--- src/design/second_chance_page_replacement_assert.svh ---
// ----------------------------------------------------------------------------
// Second chance page replacement: assertion macros
// Clocked assertion wrappers; they expand to nothing in synthesis.
// ----------------------------------------------------------------------------
`ifndef SECOND_CHANCE_PAGE_REPLACEMENT_ASSERT_SVH
`define SECOND_CHANCE_PAGE_REPLACEMENT_ASSERT_SVH

`ifndef SYNTHESIS

// Check a property on every clock edge outside reset
`define SCPR_ASSERT(lbl, clk, rst_n, prop, msg) \
  lbl: assert property (@(posedge clk) disable iff (!rst_n) prop) \
    else $error(msg);

// Check that a condition never holds outside reset
`define SCPR_ASSERT_NEVER(lbl, clk, rst_n, cond, msg) \
  lbl: assert property (@(posedge clk) disable iff (!rst_n) !(cond)) \
    else $error(msg);

`else

`define SCPR_ASSERT(lbl, clk, rst_n, prop, msg)
`define SCPR_ASSERT_NEVER(lbl, clk, rst_n, cond, msg)

`endif

`endif

--- src/design/scpr_pkg.sv ---
// ----------------------------------------------------------------------------
// scpr_pkg
// Shared types and fixed widths of the second chance page replacement block.
// ----------------------------------------------------------------------------
`default_nettype none

package scpr_pkg;

  // Fixed field widths
  localparam int CFG_W   = 5;
  localparam int FAULT_W = 16;

  // Frame count after reset
  localparam logic [CFG_W-1:0] CFG_RESET = 5'd16;

  // Controller states
  typedef enum logic [1:0] {
    ST_IDLE,
    ST_SEARCH,
    ST_COMMIT
  } scpr_state_t;

  // Commands from controller to datapath
  typedef struct packed {
    logic load;
    logic search;
    logic commit;
  } scpr_cmd_t;

endpackage

`default_nettype wire

--- src/design/scpr_ctrl.sv ---
// ----------------------------------------------------------------------------
// scpr_ctrl
// Request sequencer: load, search, commit. A new request is taken while the
// previous one commits.
// ----------------------------------------------------------------------------
`default_nettype none

module scpr_ctrl
  import scpr_pkg::*;
(
  input  wire logic      clk,
  input  wire logic      rst_n,
  input  wire logic      start,
  output logic           busy,
  output scpr_cmd_t      cmd
);

  scpr_state_t state_r;
  scpr_state_t state_nxt;
  logic        take;

  assign take = start && !busy;

  // Hold the state register
  always_ff @(posedge clk) begin
    if (!rst_n) begin
      state_r <= ST_IDLE;
    end else begin
      state_r <= state_nxt;
    end
  end

  // Advance the sequence
  always_comb begin
    state_nxt = state_r;
    case (state_r)
      ST_IDLE: begin
        if (take) state_nxt = ST_SEARCH;
      end
      ST_SEARCH: begin
        state_nxt = ST_COMMIT;
      end
      ST_COMMIT: begin
        state_nxt = take ? ST_SEARCH : ST_IDLE;
      end
      default: begin
        state_nxt = ST_IDLE;
      end
    endcase
  end

  // Drive commands
  always_comb begin
    busy       = 1'b0;
    cmd.load   = 1'b0;
    cmd.search = 1'b0;
    cmd.commit = 1'b0;
    case (state_r)
      ST_IDLE: begin
        cmd.load = start;
      end
      ST_SEARCH: begin
        busy       = 1'b1;
        cmd.search = 1'b1;
      end
      ST_COMMIT: begin
        cmd.commit = 1'b1;
        cmd.load   = start;
      end
      default: begin
        busy = 1'b0;
      end
    endcase
  end

endmodule

`default_nettype wire

--- src/design/scpr_datapath.sv ---
// ----------------------------------------------------------------------------
// scpr_datapath
// Frame tags, valid and use bits, clock hand, fault counter, parallel tag
// compare, find-first-clear search from the hand, and result registers.
// ----------------------------------------------------------------------------
`default_nettype none

`include "second_chance_page_replacement_assert.svh"

module scpr_datapath
  import scpr_pkg::*;
#(
  parameter int MAX_FRAMES = 16,
  parameter int PAGE_BITS  = 16,
  parameter int FIDX_W     = (MAX_FRAMES > 1) ? $clog2(MAX_FRAMES) : 1
)(
  input  wire logic                 clk,
  input  wire logic                 rst_n,
  input  wire scpr_cmd_t            cmd,
  input  wire logic [PAGE_BITS-1:0] in_page_number,
  input  wire logic                 cfg_we,
  input  wire logic [CFG_W-1:0]     cfg_wdata,
  output logic                      out_valid,
  output logic                      out_was_hit,
  output logic [FIDX_W-1:0]         out_frame_index,
  output logic                      out_evicted_valid,
  output logic [PAGE_BITS-1:0]      out_evicted_page,
  output logic [FAULT_W-1:0]        out_faults_so_far
);

  localparam int CNT_W = $clog2(MAX_FRAMES + 1);

  // State
  logic [CFG_W-1:0]     cfg_r;
  logic [PAGE_BITS-1:0] page_r;
  logic [PAGE_BITS-1:0] frame_page_r [MAX_FRAMES];
  logic [MAX_FRAMES-1:0] valid_r;
  logic [MAX_FRAMES-1:0] use_r;
  logic [MAX_FRAMES-1:0] use_nxt;
  logic [FIDX_W-1:0]    hand_r;
  logic [FAULT_W-1:0]   faults_r;

  // Search results
  logic                  hit_r;
  logic [FIDX_W-1:0]     sel_r;
  logic [MAX_FRAMES-1:0] vis_r;

  // Result registers
  logic                 out_valid_r;
  logic                 out_was_hit_r;
  logic [FIDX_W-1:0]    out_frame_index_r;
  logic                 out_evicted_valid_r;
  logic [PAGE_BITS-1:0] out_evicted_page_r;

  // Combinational search
  logic [CNT_W-1:0]      nf;
  logic [MAX_FRAMES-1:0] act;
  logic [FIDX_W-1:0]     h_eff;
  logic                  hit;
  logic [FIDX_W-1:0]     hit_idx;
  logic                  hi_found;
  logic [FIDX_W-1:0]     hi_idx;
  logic                  lo_found;
  logic [FIDX_W-1:0]     lo_idx;
  logic [FIDX_W-1:0]     victim;
  logic [MAX_FRAMES-1:0] vis;
  logic [CNT_W-1:0]      hand_inc;

  // Clamp the frame count to 1..MAX_FRAMES
  always_comb begin
    if (cfg_r == '0) begin
      nf = CNT_W'(1);
    end else if (32'(cfg_r) > 32'(MAX_FRAMES)) begin
      nf = CNT_W'(MAX_FRAMES);
    end else begin
      nf = CNT_W'(cfg_r);
    end
  end

  // Wrap a hand that lies beyond the active frames
  assign h_eff = (32'(hand_r) >= 32'(nf)) ? '0 : hand_r;

  // Compare tags and find the first clear use bit from the hand
  always_comb begin
    hit      = 1'b0;
    hit_idx  = '0;
    hi_found = 1'b0;
    hi_idx   = '0;
    lo_found = 1'b0;
    lo_idx   = '0;
    for (int i = MAX_FRAMES - 1; i >= 0; i--) begin
      act[i] = 32'(i) < 32'(nf);
      if (act[i] && valid_r[i] && (frame_page_r[i] == page_r)) begin
        hit     = 1'b1;
        hit_idx = FIDX_W'(i);
      end
      if (act[i] && !use_r[i] && (32'(i) >= 32'(h_eff))) begin
        hi_found = 1'b1;
        hi_idx   = FIDX_W'(i);
      end
      if (act[i] && !use_r[i] && (32'(i) < 32'(h_eff))) begin
        lo_found = 1'b1;
        lo_idx   = FIDX_W'(i);
      end
    end
  end

  assign victim = hi_found ? hi_idx : (lo_found ? lo_idx : h_eff);

  // Mark the frames the hand sweeps past
  always_comb begin
    for (int i = 0; i < MAX_FRAMES; i++) begin
      if (hi_found) begin
        vis[i] = (32'(i) >= 32'(h_eff)) && (32'(i) < 32'(victim));
      end else if (lo_found) begin
        vis[i] = act[i] && ((32'(i) >= 32'(h_eff)) || (32'(i) < 32'(victim)));
      end else begin
        vis[i] = act[i];
      end
    end
  end

  // Clear swept use bits on a miss and set the chosen one
  always_comb begin
    use_nxt = use_r & ~vis_r;
    if (hit_r) use_nxt = use_r;
    use_nxt[sel_r] = 1'b1;
  end

  assign hand_inc = CNT_W'(sel_r) + CNT_W'(1);

  // Hold control state
  always_ff @(posedge clk) begin
    if (!rst_n) begin
      cfg_r       <= CFG_RESET;
      valid_r     <= '0;
      use_r       <= '0;
      hand_r      <= '0;
      faults_r    <= '0;
      out_valid_r <= 1'b0;
    end else begin
      if (cfg_we) cfg_r <= cfg_wdata;
      out_valid_r <= cmd.commit;
      if (cmd.commit) begin
        use_r <= use_nxt;
        if (!hit_r) begin
          valid_r[sel_r] <= 1'b1;
          hand_r         <= (hand_inc >= nf) ? '0 : FIDX_W'(hand_inc);
          if (faults_r != '1) faults_r <= faults_r + FAULT_W'(1);
        end
      end
    end
  end

  // Capture request, search results and result fields
  always_ff @(posedge clk) begin
    if (cmd.load) page_r <= in_page_number;
    if (cmd.search) begin
      hit_r <= hit;
      sel_r <= hit ? hit_idx : victim;
      vis_r <= vis;
    end
    if (cmd.commit) begin
      if (!hit_r) frame_page_r[sel_r] <= page_r;
      out_was_hit_r       <= hit_r;
      out_frame_index_r   <= sel_r;
      out_evicted_valid_r <= !hit_r && valid_r[sel_r];
      out_evicted_page_r  <= (!hit_r && valid_r[sel_r]) ? frame_page_r[sel_r] : '0;
    end
  end

  assign out_valid         = out_valid_r;
  assign out_was_hit       = out_was_hit_r;
  assign out_frame_index   = out_frame_index_r;
  assign out_evicted_valid = out_evicted_valid_r;
  assign out_evicted_page  = out_evicted_page_r;
  assign out_faults_so_far = faults_r;

  // Checks
  `SCPR_ASSERT(a_strobe_after_commit, clk, rst_n,
               out_valid_r |-> $past(cmd.commit),
               "result strobe without commit")
  `SCPR_ASSERT(a_sel_frame_valid, clk, rst_n,
               cmd.commit |=> valid_r[$past(sel_r)],
               "chosen frame not valid after commit")
  `SCPR_ASSERT(a_fault_step, clk, rst_n,
               $past(rst_n) |-> (faults_r == $past(faults_r) ||
                                 faults_r == $past(faults_r) + FAULT_W'(1)),
               "fault count jumped")
  `SCPR_ASSERT_NEVER(a_hit_no_evict, clk, rst_n,
                     out_valid_r && out_was_hit_r && out_evicted_valid_r,
                     "eviction reported on a hit")

endmodule

`default_nettype wire

--- src/design/second_chance_page_replacement.sv ---
// ----------------------------------------------------------------------------
// second_chance_page_replacement
// Clock (second chance) page replacement over up to MAX_FRAMES frames.
// ----------------------------------------------------------------------------
// out_valid pulses for one cycle, after the search and commit states.
// A new request is taken while the previous one commits; busy is high in the
//   search state, where the tag compare and use-bit search are registered.
// The receiver cannot stall; each result is marked by out_valid for one cycle.
// Reset (rst_n low, synchronous) clears valid and use bits, the hand, the
//   fault count, and sets the frame count to 16; frame tags are not cleared.
`default_nettype none

module second_chance_page_replacement
  import scpr_pkg::*;
#(
  parameter int MAX_FRAMES = 16,
  parameter int PAGE_BITS  = 16
)(
  input  wire logic                 clk,
  input  wire logic                 rst_n,
  input  wire logic                 start,
  output logic                      busy,
  input  wire logic [PAGE_BITS-1:0] in_page_number,
  input  wire logic                 cfg_we,
  input  wire logic [CFG_W-1:0]     cfg_wdata,
  output logic                      out_valid,
  output logic                      out_was_hit,
  output logic [((MAX_FRAMES > 1) ? $clog2(MAX_FRAMES) : 1)-1:0] out_frame_index,
  output logic                      out_evicted_valid,
  output logic [PAGE_BITS-1:0]      out_evicted_page,
  output logic [FAULT_W-1:0]        out_faults_so_far
);

  localparam int FIDX_W = (MAX_FRAMES > 1) ? $clog2(MAX_FRAMES) : 1;

  scpr_cmd_t cmd;

  // Sequence requests
  scpr_ctrl u_ctrl (
    .clk   (clk),
    .rst_n (rst_n),
    .start (start),
    .busy  (busy),
    .cmd   (cmd)
  );

  // Frame state and search
  scpr_datapath #(
    .MAX_FRAMES (MAX_FRAMES),
    .PAGE_BITS  (PAGE_BITS),
    .FIDX_W     (FIDX_W)
  ) u_datapath (
    .clk               (clk),
    .rst_n             (rst_n),
    .cmd               (cmd),
    .in_page_number    (in_page_number),
    .cfg_we            (cfg_we),
    .cfg_wdata         (cfg_wdata),
    .out_valid         (out_valid),
    .out_was_hit       (out_was_hit),
    .out_frame_index   (out_frame_index),
    .out_evicted_valid (out_evicted_valid),
    .out_evicted_page  (out_evicted_page),
    .out_faults_so_far (out_faults_so_far)
  );

endmodule

`default_nettype wire

--- config.mk ---
export PLATFORM = sky130hd
export DESIGN_NAME = second_chance_page_replacement
export DESIGN_NICKNAME = d
export VERILOG_FILES = /design/src/design/scpr_pkg.sv /design/src/design/scpr_ctrl.sv /design/src/design/scpr_datapath.sv /design/src/design/second_chance_page_replacement.sv
export VERILOG_INCLUDE_DIRS = /design/src /design/src/design
export SDC_FILE = /design/constraint.sdc
export NUM_CORES = 1
export LEC_CHECK = 0
export BUFFER_PORTS_ARGS = -buffer_cell sky130_fd_sc_hd__buf_2
export CAP_MARGIN = 20
export CORE_ASPECT_RATIO = 0.75
export CORE_MARGIN = 1
export CORE_UTILIZATION = 60
export DETAILED_ROUTE_END_ITERATION = 7
export PLACE_DENSITY = 0.77
export SLEW_MARGIN = 20
export SYNTH_ARGS = -nofsm -noshare
export SYNTH_HDL_FRONTEND = slang
export SYNTH_SLANG_ARGS = --single-unit
--- constraint.sdc ---
create_clock -name clk -period 4.9 [get_ports clk]
set_input_delay 0 -clock clk [delete_from_list [all_inputs] [get_ports clk]]
set_output_delay 0 -clock clk [all_outputs]
set_load 0.005 [all_outputs]
==> results of run 1 <==
[cell usage after synthesis (13+ instances only)]
master	number
or3b_2	14
xnor2_1	157
nor2_1	68
nand3_1	27
and2_1	26
nor3_1	48
nor4_1	38
o21ai_0	23
o21a_1	21
ha_1	14
nand4_1	56
dfxtp_1	60
a22oi_1	17
buf_1	14
xor2_1	113
clkbuf_1	50
nor2b_1	53
nand2b_1	13
nand2_1	109
edfxtp_1	315
mux4_2	85
a21oi_1	20
a31oi_1	20
[final timing paths]
kind | start | slack (ns) | endpoint
max | u_datapath.cfg_r[4] | 0.73 | u_datapath.vis_r[12]
min | rst_n | 0.02 | u_datapath.valid_r[4]
max reg2reg | u_datapath.cfg_r[4] | 0.73 | u_datapath.vis_r[12]
min reg2reg | u_datapath.out_faults_so_far[11] | 0.52 | u_datapath.out_faults_so_far[11]
[through the flow]
stage,power (mW),hold WS (ns),setup WS (ns)
2_1_floorplan,3.98,0.0989,1.15
3_3_place_gp,4.21,0.177,0.903
3_5_place_dp,4.21,0.178,0.893
4_1_cts,7.10,0.159,0.841
5_1_grt,7.27,0.0287,0.612
6_report,7.12,0.0173,0.734
[state kept, by name, indices dropped and copies added (netlist names), 4 cells and up]
register and count:
u_datapath.cfg_r 5, u_datapath.frame_page_r 256, u_datapath.hand_r 4, u_datapath.out_evicted_page 16
u_datapath.out_faults_so_far 16, u_datapath.out_frame_index 4, u_datapath.page_r 16, u_datapath.sel_r 4
u_datapath.use_r 16, u_datapath.valid_r 16, u_datapath.vis_r 16
[cell type report]
cell class | count | share of cell area (%)
well taps | 442 | 2.44
repair buffers | 161 | 4.99
inverters | 13 | 0.226
clock buffers | 49 | 4.60
flip-flops and latches | 375 | 47.0
clock inverters | 19 | 0.816
multi-input cells | 1105 | 40.0
[layer usage]
metal,vias to the layer above,routed length (µm)
li1,6268,-
met1,7375,27000
met2,1115,26500
met3,123,10300
met4,2,1530
met5,-,13
[worst max-delay path, stage by stage (launching register included)]
cell       delay (ns)
dfxtp_1          0.30
buf_4            0.18
inv_4            0.18
nand2_1          0.11
ha_1             0.21
or3_4            0.40
a211o_1          0.39
a211oi_1         0.64
o31a_1           0.21
o211ai_1         0.12
a31oi_1          0.31
o21ai_0          0.19
a2bb2oi_2        0.20
nor2b_1          0.17
maj3_2           0.28
[kinds of logic after synthesis]
kind of cell	after synthesis	synth area share [%]
adder cells (fa/ha/maj)	16	0.975
AND/OR/NAND/NOR	519	14.3
flip-flops	375	52.9
XOR/XNOR	270	11.7
buffers and inverters	99	2.23
AO/OA/AOI/OAI	210	8.16
multiplexers	90	9.75
[what timing repair did]
action	in CTS	in global routing
gates resized for setup	0	0
endpoints found under the hold margin	22	0
hold buffers	28	0
[report_power, final]
| part | internal [mW] | leakage [nW] | switching [mW] |
|---|---|---|---|
| sequential | 3.48 | 3.34 | 0.0380 |
| clock | 1.67 | 0.604 | 1.26 |
| combinational | 0.234 | 3.41 | 0.439 |
| total | 5.39 | 7.35 | 1.74 |
==> flow_summary.json, run 1 <==
{
  "status": "finished clean",
  "synth.cell_area_mm2": 0.0202,
  "hold_class": "in -> reg",
  "leakagePower_nw": 7.35,
  "max_slew.worst_pin.slew_ns": 1.14,
  "clk_pin_slew_ns": 0.07,
  "syn_area_per_cell_um2": 12.8,
  "synthTopCellsByArea": "edfxtp_1 (47%), mux4_2 (9.5%), xnor2_1 (6.8%), dfxtp_1 (6.0%), xor2_1 (4.9%)",
  "grt_max_degree": 75,
  "grt_pass1_wl_um": 95300,
  "track_usage_pct": 38.9,
  "maxSlewViolCount": 0,
  "crit_required_ns": 5.17,
  "setup_tns_ns": 0,
  "relSlewSlack_pct": 24.1,
  "crit_fanout": 17,
  "irDropWorstVdd_v": 0.000395,
  "nNetsFinal": 1733,
  "cts_sinks": 375,
  "syn_inst": 1579,
  "fillers": 2337,
  "synth_top_flop_cell": "edfxtp_1",
  "drv_cap": 0,
  "postCtsSetupBuffers": 0,
  "start_util_pct": 61.6,
  "crit_type": "reg -> reg",
  "period_needed_ns": 4.17,
  "synth_top_cell_by_area": "edfxtp_1",
  "area_delta_synth_final_pct": 12.6,
  "arrival_ns": 4.44,
  "clk_path_buf_depth": 3,
  "cts_tree": "yes",
  "final_area_mm2": 0.0227,
  "route.detailed.drc": 0,
  "ys_types": 92,
  "synth-seq-cells": 375,
  "setup-violations-final": 0,
  "antenna_found_initial": 3,
  "ff2ff_path_depth": 14,
  "end_kind": "register",
  "root_buffer": "clkbuf_16",
  "startpoint_type": "register",
  "cts-htree-levels": 2,
  "gr-total-overflow": 0,
  "pin_count": 65,
  "post-route-util_pct": 69.3,
  "yosys.area.top_type_share_pct": 46.9,
  "synth_fp_nets": 1618,
  "placed_area_mm2": 0.0212,
  "dp.cells": 2068,
  "chipWidth_um": 214,
  "core_mm2": 0.0327,
  "io_buffers": 64,
  "top_usage_layer": "met1",
  "final_cell_mix": "edfxtp_1 (315), xnor2_1 (157), xor2_1 (113)",
  "p_per_area_mw_per_mm2": 314,
  "final_cells": 2164,
  "seq_area_mm2": 0.0107,
  "fmax_ghz": 0.240,
  "num_vias": 14900,
  "multi_input_area_mm2": 0.00907,
  "yosysSeqAreaShare_pct": 52.9,
  "wl_um": 65400,
  "insertion_delay_ns": 0.54,
  "fp.dieH_um": 161,
  "fp.dieArea_mm2": 0.0343,
  "grt_use_met2_pct": 51.8,
  "wl_per_cell_um": 30.2,
  "vias_per_cell": 6.88,
  "cts_buffers": 38,
  "layout-drive-gt1-share_pct": 20.0,
  "async_flop_share_pct": 0,
  "finClkSkew_ns": 0.0243,
  "gp_congestion": 1.03,
  "synth_edf_count": 315,
  "grt_pass1_vias": 13900,
  "diodes": 0,
  "drt_iter0_markers": 2382,
  "first_pass_iters": 6,
  "fin_crit_sh_pct": 85.0,
  "row_count": 57,
  "final_common_cell": "edfxtp_1",
  "holdPathStages": 2,
  "dp_hpwl_um": 47400,
  "ys_warn_count": 0,
  "postRouteAntennaNets": 0,
  "hold_violations": 0,
  "rsz0062_at_grt": "no",
  "met3_usage_pct": 14.5,
  "use_met1_pct": 59.6
}
Power figures use the tool's default switching activity.
==> run 2: changes to the inputs <==
--- a/config.mk
+++ b/config.mk
@@ -10,9 +10,10 @@
 export CAP_MARGIN = 20
 export CORE_ASPECT_RATIO = 0.75
 export CORE_MARGIN = 1
-export CORE_UTILIZATION = 60
+export CORE_UTILIZATION = 63
 export DETAILED_ROUTE_END_ITERATION = 7
-export PLACE_DENSITY = 0.77
+export GPL_ROUTABILITY_DRIVEN = 1
+export PLACE_DENSITY = 0.81
 export SLEW_MARGIN = 20
 export SYNTH_ARGS = -nofsm -noshare
 export SYNTH_HDL_FRONTEND = slang
==> flow_summary.json, run 2 (synthesized netlist as in run 1, its figures left out) <==
{
  "power_frac_clock_pct": 40.2,
  "dp_hpwl_um": 48300,
  "final_area_mm2": 0.0227,
  "p_per_area_mw_per_mm2": 310,
  "gr-total-overflow": 0,
  "ctsHoldBuffers": 28,
  "row_count": 56,
  "cts_buffers": 37,
  "period_needed_ns": 4.16,
  "largest_reg_flops": 256,
  "status": "finished clean",
  "cts-htree-levels": 2,
  "top_register": "u_datapath.frame_page_r",
  "clk_path_buf_depth": 3,
  "area_delta_synth_final_pct": 12.5,
  "finClkSkew_ns": 0.0151,
  "nNetsFinal": 1740,
  "cts_tree": "yes",
  "clk_pin_slew_ns": 0.06,
  "chipWidth_um": 209,
  "insertion_delay_ns": 0.55,
  "track_usage_pct": 40.8,
  "layout-drive-gt1-share_pct": 20.2,
  "fmax_ghz": 0.240,
  "final_cell_mix": "edfxtp_1 (315), xnor2_1 (157), xor2_1 (113)",
  "start_util_pct": 64.2,
  "num_vias": 15000,
  "cts_resized": 0,
  "core_mm2": 0.0314,
  "postRouteAntennaNets": 0,
  "final_common_cell": "edfxtp_1",
  "switching_power_mw": 1.73,
  "route.detailed.drc": 0,
  "wl_um": 65900,
  "postCtsSetupBuffers": 0,
  "seq_power_share_pct": 50.2,
  "root_buffer": "clkbuf_16",
  "hold_class": "in -> reg",
  "swShare_pct": 24.6,
  "leakagePower_nw": 7.37,
  "setup-violations-final": 0,
  "fin_crit_sh_pct": 84.9,
  "first_pass_iters": 7,
  "grt_pass1_vias": 14100,
  "fp.dieH_um": 157,
  "arrival_ns": 4.52,
  "crit_type": "reg -> reg",
  "max_slew.worst_pin.slew_ns": 1.11,
  "placed_area_mm2": 0.0212,
  "hold_violations": 0,
  "crit_required_ns": 5.26,
  "end_kind": "register",
  "pin_count": 65,
  "cts_sinks": 375,
  "grt_pass1_wl_um": 95200,
  "io_buffers": 64,
  "drv_cap": 0,
  "p_int_mw": 5.30,
  "startpoint_type": "register",
  "wl_per_cell_um": 30.8,
  "setup_tns_ns": 0,
  "maxSlewViolCount": 0,
  "crit_fanout": 10,
  "fp.dieArea_mm2": 0.0327,
  "pwr-share-comb_pct": 9.5,
  "drt_iter0_markers": 2303,
  "antenna_found_initial": 4,
  "grt_max_degree": 69,
  "relSlewSlack_pct": 25.7,
  "vias_per_cell": 7.02,
  "rsz0062_at_grt": "no",
  "gp_congestion": 1.04,
  "irDropWorstVdd_v": 0.000272
}
[run 2: changes by cell type in the layout (fill, tap and decap cells not counted)]
| cell | delta |
|---|---|
| buf_2 | +1 |
| diode_2 | +4 |
| clkbuf_1 | -2 |
| clkbuf_16 | -1 |
| buf_4 | +6 |
| buf_12 | +1 |
| bufinv_16 | -1 |
| clkinv_1 | +4 |
| inv_8 | +1 |
| inv_6 | -2 |
[run 2: worst paths after layout]
check,startpoint,endpoint,slack [ns],cells after the start
setup / recovery,u_datapath.cfg_r[3],u_datapath.vis_r[14],0.74,16
hold / removal,in_page_number[12],u_datapath.page_r[12],0.16,2
hold reg to reg,u_datapath.out_faults_so_far[11],u_datapath.out_faults_so_far[11],0.52,2
setup reg to reg,u_datapath.cfg_r[3],u_datapath.vis_r[14],0.74,16
[run 2: cell type report]
| class | instances | area (µm²) |
|---|---|---|
| inverter | 13 | 51.3 |
| antenna | 4 | 10.0 |
| tap | 406 | 508 |
| clock inverter | 21 | 164 |
| clock buffer | 46 | 1010 |
| timing repair buffer | 169 | 1200 |
| multi-input combinational | 1105 | 9070 |
| sequential | 375 | 10700 |
| fill | 2141 | 8710 |
[run 2: layer usage]
layer  global-route usage [%]  share of wire, %
met1                     59.0                40
met2                     55.7                41
met3                     18.0                17
met4                     10.2               2.4
met5                        0             0.026
[run 2: power groups by stage]
stage          Clock [mW]  Sequential, mW  Combinational (mW)
2_1_floorplan           0            3.58               0.400
3_3_place_gp            0            3.59               0.617
3_5_place_dp            0            3.60               0.619
4_1_cts              2.82            3.53               0.642
5_1_grt              2.94            3.53               0.694
6_report             2.83            3.53               0.670
[run 2: worst max-delay path, cell delays in order, from the launching register on]
cell       delay (ns)
dfxtp_1          0.32
buf_4            0.18
nor3_1           0.14
nor2_1           0.06
nor2_1           0.17
ha_1             0.26
nand2b_1         0.22
a21o_1           0.30
a31oi_1          0.39
o32ai_1          0.24
nand4bb_1        0.29
buf_4            0.19
or2_1            0.27
buf_4            0.20
o21ai_4          0.33
a41oi_1          0.19
a221oi_2         0.21
[run 2: through the flow]
step	setup slack, ns	instances	utilization, %	total power, mW	hold WS (ns)
4_1_cts	0.849	2135	72.2	6.99	0.158
3_5_place_dp	0.900	2040	67.6	4.22	0.178
3_3_place_gp	0.919	2040	67.6	4.21	0.176
2_1_floorplan	1.15	1579	-	3.98	0.0989
5_1_grt	0.475	2135	72.2	7.16	0.176
6_report	0.738	2139	72.2	7.03	0.163
==> run 3: changes to the inputs <==
==> constraint.sdc (replaced) <==
create_clock -name clk -period 4.2 [get_ports clk]
set_input_delay 0 -clock clk [delete_from_list [all_inputs] [get_ports clk]]
set_output_delay 0 -clock clk [all_outputs]
set_load 0.005 [all_outputs]
==> flow_summary.json, run 3 (synthesized netlist as in run 1, its figures left out) <==
{
  "hold_violations": 0,
  "drv_cap": 0,
  "grt_pass1_wl_um": 96500,
  "layout-drive-gt1-share_pct": 21.7,
  "cts_buffers": 37,
  "maxSlewViolCount": 0,
  "wl_per_cell_um": 30.9,
  "power_frac_clock_pct": 40.4,
  "irDropWorstVdd_v": 0.000413,
  "fp.dieArea_mm2": 0.0327,
  "postCtsSetupBuffers": 0,
  "placed_area_mm2": 0.0214,
  "crit_fanout": 17,
  "rsz0062_at_grt": "no",
  "crit_type": "reg -> reg",
  "final_common_cell": "edfxtp_1",
  "fin_crit_sh_pct": 94.4,
  "max_slew.worst_pin.slew_ns": 1.17,
  "leakagePower_nw": 7.51,
  "track_usage_pct": 41.2,
  "antenna_found_initial": 5,
  "row_count": 56,
  "startpoint_type": "register",
  "fp.dieH_um": 157,
  "wl_um": 66800,
  "crit_required_ns": 4.49,
  "post-route-util_pct": 72.8,
  "io_buffers": 64,
  "first_pass_iters": 5,
  "postRouteAntennaNets": 0,
  "nNetsFinal": 1762,
  "route.detailed.drc": 0,
  "final_cells": 2159,
  "core_mm2": 0.0314,
  "status": "finished clean",
  "gp_congestion": 1.02,
  "grt_pass1_vias": 14200,
  "period_needed_ns": 3.96,
  "final_area_mm2": 0.0229,
  "finClkSkew_ns": 0.0172,
  "pin_count": 65,
  "largest_reg_flops": 256,
  "cts_sinks": 375,
  "gr-total-overflow": 0,
  "hold_class": "in -> reg",
  "p_int_mw": 6.24,
  "chipWidth_um": 209,
  "r2r_slack_ns": 0.24,
  "cts_tree": "yes",
  "end_kind": "register",
  "root_buffer": "clkbuf_16",
  "final_cell_mix": "edfxtp_1 (315), xnor2_1 (157), xor2_1 (113)",
  "start_util_pct": 64.2,
  "swShare_pct": 24.3,
  "relSlewSlack_pct": 22.3,
  "arrival_ns": 4.26,
  "seq_power_share_pct": 49.9,
  "p_per_area_mw_per_mm2": 361,
  "grt_max_degree": 61,
  "vias_per_cell": 7.07,
  "area_delta_synth_final_pct": 13.4,
  "switching_power_mw": 2.00,
  "clk_pin_slew_ns": 0.07,
  "clk_path_buf_depth": 3,
  "dp_hpwl_um": 48600,
  "dp.cells": 2062,
  "fmax_ghz": 0.252,
  "pwr-share-comb_pct": 9.7,
  "insertion_delay_ns": 0.55,
  "setup_tns_ns": 0,
  "drt_iter0_markers": 2324,
  "cts-htree-levels": 2,
  "top_register": "u_datapath.frame_page_r",
  "setup-violations-final": 0,
  "fillers": 2096,
  "num_vias": 15300
}
## run 3: changes by cell type in the layout (fill, tap and decap cells not counted), sizes merged
cell      before  now
buf          141  163
clkbuf        46   59
clkinv        17    7
diode          4    1
bufinv         2    0
clkinvlp       1    0
inv           14   15
## run 3: timing repair
item | CTS | global route
hold buffers | 28 | 0
resized for setup | 0 | 2
endpoints found under the setup margin | 0 | 1
hold endpoints to repair | 22 | 0
## run 3: metrics by stage
step	worst slack, ns	hold WS (ns)	total power [mW]
after global placement	0.417	0.176	4.93
after detailed placement	0.360	0.178	4.93
final	0.236	0.166	8.24
after global routing	0.0580	0.175	8.40
after CTS	0.341	0.152	8.19
after floorplan	0.454	0.0989	4.64
## run 3: routing by layer
metal	GRT usage, %	share of wire [%]	vias to the layer above	routed length [µm]
met5	0	0.019	-	13
met4	10.9	2.6	2	1730
met2	57.6	41	1278	27700
met1	61.5	40	7507	26600
li1	-	-	6329	-
met3	13.4	16	139	10700
## run 3: layout make-up
type                            count  area (µm²)  share of cell area [%]
Inverter                           13        51.3                   0.224
Tap cell                          406         508                    2.22
Sequential cell                   375       10700                    46.6
Antenna cell                        1        2.50                  0.0109
Timing Repair Buffer              191        1360                    5.93
Multi-Input combinational cell   1105        9080                    39.7
Clock buffer                       59        1150                    5.05
Clock inverter                      9        52.6                   0.230
## run 3: power by group through the flow
stage	registers [mW]	logic, mW	clock network (mW)
floorplan	4.17	0.466	0
global placement	4.19	0.734	0
detailed placement	4.19	0.736	0
CTS	4.11	0.764	3.32
global route	4.12	0.825	3.46
finish	4.12	0.797	3.33
## run 3: worst paths after layout
check,start,endpoint,depth (start not counted)
worst max-delay path,u_datapath.cfg_r[4],u_datapath.vis_r[2],12
worst min-delay path,in_page_number[6],u_datapath.page_r[6],2
worst max register to register,u_datapath.cfg_r[4],u_datapath.vis_r[2],12
worst min register to register,u_datapath.valid_r[4],u_datapath.valid_r[4],1
## run 3: worst max-delay path, cell delays in order, from the launching register on
cell       delay (ns)
dfxtp_1          0.36
inv_4            0.19
nand2_1          0.13
ha_1             0.25
or3_4            0.37
a211o_1          0.39
a21boi_1         0.29
a2111oi_0        0.20
o41ai_1          0.48
a311oi_1         0.19
or3_1            0.48
a211oi_1         0.30
a211oi_2         0.08
